## src/hdl/ics_pkg.sv

```systemverilog
package ics_pkg;

   localparam int MAX_INTERVALS = 64;
   localparam int NUM_POSITIONS = 4096;
   localparam int POS_W = 13;
   localparam int CNT_W = $clog2(MAX_INTERVALS + 1);
   localparam int IDX_W = (MAX_INTERVALS > 1) ? $clog2(MAX_INTERVALS) : 1;

   typedef struct packed {
      logic [POS_W-1:0] start_pos;
      logic [POS_W-1:0] span_len;
      logic [63:0]      score_bits;
      logic [63:0]      odds_bits;
      logic [63:0]      pval_bits;
      logic             final_item;
   } ics_req_type;

   typedef struct packed {
      logic [POS_W-1:0] best_start;
      logic [POS_W-1:0] best_end;
      logic [63:0]      best_score;
      logic [63:0]      best_odds;
      logic [63:0]      best_pval;
      logic [6:0]       member_count;
      logic [POS_W-1:0] cluster_left;
      logic [POS_W-1:0] cluster_right;
      logic             last_cluster;
   } ics_rsp_type;

   // clipped interval as stored
   typedef struct packed {
      logic [POS_W-1:0] lo;
      logic [POS_W-1:0] len;
      logic [POS_W-1:0] hi;
      logic [63:0]      score;
      logic [63:0]      odds;
      logic [63:0]      pval;
   } ics_ivl_type;

   // queue entry between front and back
   typedef struct packed {
      ics_ivl_type ivl;
      logic        keep;
      logic        fin;
   } ics_ent_type;

endpackage

```

## src/hdl/ics_front.sv

```systemverilog
module ics_front
   import ics_pkg::*;
(
   input  logic        clock,
   input  logic        reset,
   input  logic        req_valid,
   output logic        req_stall,
   input  ics_req_type req_data,
   output logic        q_valid,
   output ics_ent_type q_head,
   input  logic        q_pop
);

   ics_ent_type      qmem_ff [2];
   logic             wp_ff, rp_ff;
   logic [1:0]       cnt_ff;
   ics_ent_type      ent;
   logic [POS_W:0]   e14, hi14;
   logic [POS_W-1:0] lo;
   logic             push, pop;

   always_comb begin
      e14  = {1'b0, req_data.start_pos} + {1'b0, req_data.span_len} - {{POS_W{1'b0}}, 1'b1};
      lo   = (req_data.start_pos == '0) ? POS_W'(1) : req_data.start_pos;
      hi14 = (e14 > (POS_W+1)'(NUM_POSITIONS)) ? (POS_W+1)'(NUM_POSITIONS) : e14;
      ent.ivl.lo    = lo;
      ent.ivl.hi    = hi14[POS_W-1:0];
      ent.ivl.len   = hi14[POS_W-1:0] - lo + POS_W'(1);
      ent.ivl.score = req_data.score_bits;
      ent.ivl.odds  = req_data.odds_bits;
      ent.ivl.pval  = req_data.pval_bits;
      // zero length, or nothing left after clipping: dropped but final still acts
      ent.keep = (req_data.span_len != '0) && ({1'b0, lo} <= hi14);
      ent.fin  = req_data.final_item;
   end

   assign req_stall = (cnt_ff == 2'd2);
   assign push      = req_valid && !req_stall;
   assign q_valid   = (cnt_ff != 2'd0);
   assign q_head    = qmem_ff[rp_ff];
   assign pop       = q_pop && q_valid;

   always_ff @(posedge clock) begin
      if (push) qmem_ff[wp_ff] <= ent;
      if (reset) begin
         wp_ff  <= 1'b0;
         rp_ff  <= 1'b0;
         cnt_ff <= 2'd0;
      end else begin
         if (push) wp_ff <= ~wp_ff;
         if (pop) rp_ff <= ~rp_ff;
         cnt_ff <= cnt_ff + {1'b0, push} - {1'b0, pop};
      end
   end

endmodule

```

## config.mk

```make
export PLATFORM = sky130hd
export DESIGN_NAME = ics_front
export DESIGN_NICKNAME = d
export VERILOG_FILES = /design/src/hdl/ics_pkg.sv /design/src/hdl/ics_front.sv
export SDC_FILE = /design/constraint.sdc
export NUM_CORES = 1
export LEC_CHECK = 0
export ABC_AREA = 0
export BUFFER_PORTS_ARGS = -buffer_cell sky130_fd_sc_hd__buf_2
export CAP_MARGIN = 20
export CORE_MARGIN = 3
export CORE_UTILIZATION = 40
export DETAILED_ROUTE_END_ITERATION = 8
export GPL_TIMING_DRIVEN = 0
export PLACE_DENSITY = 0.68
export SYNTH_ARGS = -nofsm -noshare
export SYNTH_HDL_FRONTEND = slang
export SYNTH_SLANG_ARGS = --single-unit
```

## constraint.sdc

```tcl
create_clock -name clock -period 32.1 [get_ports clock]
set_input_delay 0 -clock clock [delete_from_list [all_inputs] [get_ports clock]]
set_output_delay 0 -clock clock [all_outputs]
set_load 0.05 [all_outputs]
```

==> results of run 1 <==
-- report_power, final --
part,total (W),leakage (nW),switching [W],internal (W)
Sequential,0.000812,4.40,0.0000198,0.000792
Combinational,0.000849,5.03,0.000602,0.000247
Clock,0.000524,0.712,0.000228,0.000296
-- through the flow --
step / setup slack (ps) / utilization (%)
4_1_cts: 26820 / 55.6
3_5_place_dp: 26750 / 47.9
3_3_place_gp: 15250 / 47.3
5_1_grt: 26500 / 55.6
2_1_floorplan: 21060 / -
6_report: 26740 / 55.6
-- registers in the layout (all words and copies together), names as in the netlist, named ones only --
name / count
wp_ff: 1
rp_ff: 1
qmem_ff: 466
cnt_ff: 2
-- Yosys cell counts, drive strengths merged (7+ instances only) --
master,count,area (um^2)
o21ai,12,60.1
nor4,8,56.3
nand3,15,75.1
a21o,12,90.1
ha,63,788
xnor2,12,105
nor2,22,82.6
xor2,7,61.3
edfxtp,466,14000
nand2,12,45.0
and3,13,81.3
mux2,233,2620
inv,70,263
clkbuf,40,150
a21oi,19,95.1
-- worst paths after layout --
kind | cells past startpoint | slack, ps | endpoint
setup / recovery | 24 | 26740 | qmem_ff[0][218]$_DFFE_PP_
hold / removal | 2 | 150 | qmem_ff[1][121]$_DFFE_PP_
setup reg to reg | 7 | 29500 | qmem_ff[0][188]$_DFFE_PP_
hold reg to reg | 2 | 530 | rp_ff$_SDFFE_PP0P_
-- repair_timing --
item | in CTS | in global routing
hold endpoints to repair | 419 | 0
hold buffers | 211 | 0
setup buffers | 0 | 0
-- layout make-up --
cell class | count | area [um^2] | area share (%)
repair buffers | 681 | 4700 | 18.0
flip-flops and latches | 471 | 14100 | 54.0
multi-input cells | 483 | 4630 | 17.7
clock buffers | 59 | 1260 | 4.84
clock inverters | 24 | 203 | 0.777
plain buffers | 42 | 169 | 0.647
well taps | 607 | 759 | 2.91
diodes | 4 | 10.0 | 0.0384
inverters | 70 | 263 | 1.01
-- critical path: cells and delay by family --
family	cells	cell delay (ps)
compound gates	7	2140
buf+inv	6	1030
fa+ha+maj	6	1890
simple gates	5	620
-- kinds of logic after synthesis --
family / count (synthesis) / share of synthesized area [%]
AOI/OAI and AO/OA: 66 / 2.39
xor gates and xnor gates: 19 / 0.869
adders and majority gates: 65 / 4.33
DFF: 471 / 73.6
and+or+nand+nor: 100 / 2.84
buffers and inverters: 112 / 2.25
muxes: 233 / 13.7
-- layer usage --
metal | GRT usage, % | wire length, um
met5 | 0 | 27
met2 | 33.9 | 25200
met3 | 5.04 | 3550
met1 | 20.6 | 18200
met4 | 7.34 | 1730
==> results.json, run 1 <==
{
  "synth_area_um2": 19100,
  "min_from": "req_data[120]",
  "final_common_cell": "edfxtp_1",
  "end_kind": "flop",
  "die-width_um": 225,
  "synth_edf_count": 466,
  "start_util_pct": 40.8,
  "cp_cell_sequence": "dlygate4sd3_1 > buf_2 > inv_1 > ha_1 > inv_1 > ha_1 > fa_1 > a211oi_1 > nor3_4 > o22ai_4 > nor4_2 > a211oi_4 > buf_6 > nand3_1 > ha_1 > inv_1 > ha_1 > fa_1 > a21o_1 > a21oi_1 > o21ai_0 > a211oi_1 > or3b_2 > nand3_1",
  "num_vias": 11900,
  "ys_warn_count": 0,
  "p_per_area_nw_per_um2": 83.7,
  "drtIter0Drc": 598,
  "grt_max_degree": 59,
  "final_area_um2": 26100,
  "syn_avg_cell_area_um2": 18.0,
  "fp-row-count": 79,
  "numCtsBuffers": 49,
  "root_buffer": "clkbuf_16",
  "maxCapViolCount": 0,
  "cts_max_path_buffers": 3,
  "dp.cells": 2143,
  "place_hpwl_um": 33800,
  "gp_congestion": 0.798,
  "clk_transition_reported_paths_ps": 60,
  "holdWs_ps": 149,
  "crit_slowest_cell": "dlygate4sd3_1",
  "worst_pin_slew_ps": 869,
  "portBuffers": 457,
  "setup_viol": 0,
  "critPathLaunch": "req_data[207]",
  "syn2layout_area_growth_pct": 36.3,
  "layoutNonFillerInstCount": 2441,
  "slowest_delay_ps": 520,
  "drive_above_1_share_pct": 42.5,
  "fin_skew_ps": 14.1,
  "postSynthCellCount": 1066,
  "placed_area_um2": 22500,
  "drt-wirelength-per-cell_um": 20.0,
  "grt_pass1_wl_um": 72000,
  "final_cell_mix": "edfxtp_1 (466), buf_2 (457), mux2_2 (233)",
  "syn-num-nets": 1354,
  "finalCritPeriodShare_pct": 16.7,
  "finalPower_w": 0.00218,
  "crit_top_cell": "ha_1",
  "slew_headroom_pct": 42.0,
  "num_io_pins": 458,
  "cp-start-kind": "input port",
  "arrival_ps": 5660,
  "required_ps": 32400,
  "outcome": "finished clean",
  "clk_latency_ps": 570,
  "synth_seq_area_share_pct": 73.6,
  "synth-async-reset-ratio_pct": 0,
  "antenna_found_initial": 6,
  "r2r_start": "cnt_ff[0]$_SDFF_PP0_",
  "peakVddDrop_v": 0.0000542,
  "fillCellCount": 3605,
  "via_per_inst": 4.88,
  "grt_usage_pct": 18.6,
  "p_leak_nw": 10.1,
  "drcViolationCount": 0,
  "cts_tree": "yes",
  "nets": 2086,
  "period_minus_slack_ps": 5360,
  "holdCritPathClass": "in2reg",
  "grt_pass1_vias": 12600,
  "rsz0062_at_grt": "no",
  "cts_sinks": 471,
  "totalWireLength_um": 48700,
  "yosysUniqueCellTypes": 52,
  "cts_max_level": 2,
  "setup_tns_ps": 0,
  "ys_ff_latch": 471,
  "firstDrtPassIters": 4,
  "fp.dieArea_um2": 50500,
  "path_max_fanout": 10,
  "synth-main-ff-cell": "edfxtp_1",
  "coreArea_um2": 47000,
  "overflow": 0,
  "post_cts_resized": 0,
  "postRouteAntennaNets": 0,
  "path_class": "in2reg",
  "slew_viol_final": 0,
  "max_freq_mhz": 186,
  "finalHoldViolCount": 0,
  "fp.dieH_um": 225
}
Power figures use the tool's default switching activity.
==> inputs of run 2 (changes only) <==
--- a/config.mk
+++ b/config.mk
@@ -5,7 +5,7 @@
 export SDC_FILE = /design/constraint.sdc
 export NUM_CORES = 1
 export LEC_CHECK = 0
-export ABC_AREA = 0
+export ABC_AREA = 1
 export BUFFER_PORTS_ARGS = -buffer_cell sky130_fd_sc_hd__buf_2
 export CAP_MARGIN = 20
 export CORE_MARGIN = 3
==> constraint.sdc (replaced) <==
create_clock -name clock -period 5.1 [get_ports clock]
set_input_delay 0 -clock clock [delete_from_list [all_inputs] [get_ports clock]]
set_output_delay 0 -clock clock [all_outputs]
set_load 0.05 [all_outputs]
==> results.json, run 2 <==
{
  "p_clk_share_pct": 23.3,
  "fillCellCount": 3863,
  "comb_power_share_pct": 38.9,
  "num_io_pins": 458,
  "final_common_cell": "buf_2",
  "peakVddDrop_v": 0.000286,
  "antenna_found_initial": 11,
  "min_to": "qmem_ff[0][194]$_DFFE_PP_",
  "grt_pass1_vias": 12700,
  "drcViolationCount": 0,
  "postRouteAntennaNets": 0,
  "period_minus_slack_ps": 4440,
  "holdWs_ps": 69.4,
  "switching_share_pct": 39.1,
  "totalWireLength_um": 50700,
  "outcome": "finished clean",
  "synth_area_leader_cell": "edfxtp_1",
  "layout_setup_ws_ps": 660,
  "drive_above_1_share_pct": 42.5,
  "switchingPower_w": 0.00530,
  "regMostFlops": "qmem_ff",
  "synth-async-reset-ratio_pct": 0,
  "dp.cells": 2259,
  "ys_ff_latch": 471,
  "root_buffer": "clkbuf_16",
  "fp.dieH_um": 226,
  "syn2layout_area_growth_pct": 35.5,
  "reg2reg_depth": 7,
  "gp_congestion": 0.843,
  "drt-wirelength-per-cell_um": 19.8,
  "post_cts_resized": 0,
  "cts_tree": "yes",
  "arrival_ps": 4740,
  "slew_viol_final": 0,
  "slowest_delay_ps": 520,
  "p_int_w": 0.00826,
  "end_kind": "flop",
  "r2r_start": "cnt_ff[0]$_SDFF_PP0_",
  "synth-main-ff-cell": "edfxtp_1",
  "start_util_pct": 40.6,
  "fp.dieArea_um2": 51300,
  "max_freq_mhz": 225,
  "nets": 2193,
  "reg2reg_to": "qmem_ff[1][97]$_DFFE_PP_",
  "path_max_fanout": 10,
  "synth_edf_count": 466,
  "final_cell_mix": "buf_2 (474), edfxtp_1 (466), mux2_2 (233)",
  "top_regs": "qmem_ff: 466 flops, cnt_ff: 2 flops",
  "clk_latency_ps": 570,
  "drtIter0Drc": 777,
  "holdCritPathClass": "in2reg",
  "min_from": "req_data[193]",
  "fp-row-count": 80,
  "finalHoldViolCount": 0,
  "portBuffers": 457,
  "place_hpwl_um": 35600,
  "syn-num-nets": 1459,
  "coreArea_um2": 47800,
  "p_per_area_nw_per_um2": 515,
  "overflow": 0,
  "syn_avg_cell_area_um2": 16.6,
  "cts_sinks": 471,
  "layoutNonFillerInstCount": 2562,
  "ys_warn_count": 0,
  "fin_skew_ps": 20.1,
  "crit_slowest_cell": "dlygate4sd3_1",
  "synth.area.top_cells": "edfxtp_1 (72%), mux2_2 (14%), ha_1 (4.1%)",
  "firstDrtPassIters": 4,
  "postSynthCellCount": 1171,
  "worstHoldPathCells": 4,
  "via_per_inst": 4.82,
  "finalCritPeriodShare_pct": 87.1,
  "grt_pass1_wl_um": 73500,
  "largest_register_ffs": 466,
  "maxCapViolCount": 0,
  "synthMostInstantiatedCell": "edfxtp_1",
  "synth_seq_area_share_pct": 72.5,
  "worst_pin_slew_ps": 941,
  "critPathLaunch": "req_data[207]",
  "yosysUniqueCellTypes": 34,
  "cp_top_family": "adder cells",
  "cts_max_path_buffers": 3,
  "cp-start-kind": "input port",
  "path_buf_inv": 5,
  "grt_max_degree": 33,
  "reg2reg_slack_ps": 2380,
  "setup_viol": 0,
  "numCtsBuffers": 49,
  "synth_top_cell_area_share_pct": 72.0,
  "p_leak_nw": 10.5,
  "slew_headroom_pct": 37.3,
  "synth_area_um2": 19400,
  "clk_transition_reported_paths_ps": 60,
  "required_ps": 5400,
  "crit_top_cell": "nand2_1",
  "place_worst_setup_slack_ps": 631,
  "synth_common_cells": "edfxtp_1 (466), mux2_2 (233), inv_1 (120)",
  "seqPwrFrac_pct": 37.8,
  "num_vias": 12300,
  "rsz0062_at_grt": "no",
  "cts_max_level": 2,
  "path_class": "in2reg",
  "grt_usage_pct": 18.9,
  "die-width_um": 226
}
==> run 2: changes by cell type after synthesis, sizes merged, moves of 11 or more <==
| cell | change |
|---|---|
| clkbuf | -19 |
| a21o | -11 |
| buf | +17 |
| inv | +52 |
| and3 | -13 |
| a21oi | +12 |
| nand2 | +93 |
==> run 2: power by group through the flow <==
stage               Sequential [W]  Combinational (W)  Clock (W)
floorplan                  0.00530            0.00378          0
global placement           0.00540            0.00497          0
detailed placement         0.00520            0.00513          0
CTS                        0.00512            0.00530    0.00325
global route               0.00517            0.00554    0.00340
finish                     0.00512            0.00528    0.00316
==> run 2: kinds of logic after synthesis <==
kind of cell,Yosys count,share of synthesized area [%]
mux,233,13.5
buf+inv,162,3.32
compound gates,46,1.48
fa+ha+maj,65,4.26
flops,471,72.5
xor+xnor,14,0.708
simple gates,180,4.19
==> run 2: repair_timing <==
| action | 4_1_cts | 5_1_grt |
|---|---|---|
| endpoints found under the hold margin | 419 | 0 |
| endpoints found under the setup margin | 0 | 0 |
| buffers inserted | 0 | 0 |
| hold buffers | 210 | 0 |
==> run 2: worst max-delay path by stage <==
stage,to,depth (start not counted)
floorplan,qmem_ff[1][0]$_DFFE_PP_,3
global placement,qmem_ff[1][107]$_DFFE_PP_,3
detailed placement,qmem_ff[1][216]$_DFFE_PP_,26
CTS,qmem_ff[1][216]$_DFFE_PP_,27
global route,qmem_ff[1][216]$_DFFE_PP_,27
finish,qmem_ff[1][216]$_DFFE_PP_,27
==> run 2: final cells by class <==
type	count	area (um^2)	area share, %
flip-flops and latches	471	14100	53.5
repair buffers	683	4710	17.9
multi-input cells	538	4710	17.9
clock buffers	66	1290	4.90
well taps	615	769	2.92
inverters	122	458	1.74
plain buffers	40	186	0.708
clock inverters	18	100	0.380
diodes	9	22.5	0.0855
==> run 2: worst reg2reg max path: cells and delay by family (launching register included) <==
kind | cells | cell delay, ps
compound gates | 1 | 320
flops | 1 | 370
simple gates | 1 | 480
buf+inv | 5 | 1240
==> run 2: layer usage <==
layer  vias up  wire length, um  GRT usage (%)
li1       5763                -              -
met1      6074            19100           21.4
met2       413            26100           34.2
met3        95             3980           5.72
met4         4             1470           6.07
met5         -               21              0
==> run 2: through the flow <==
step | utilization [%] | setup TNS (ps) | power (W) | instance area [um^2]
2_1_floorplan | - | -949130 | 0.00907 | 19400
3_3_place_gp | 47.0 | -2572500 | 0.0104 | 22500
3_5_place_dp | 47.7 | 0 | 0.0103 | 22800
4_1_cts | 55.0 | 0 | 0.0137 | 26300
5_1_grt | 55.0 | 0 | 0.0141 | 26300
6_report | 55.0 | 0 | 0.0136 | 26300
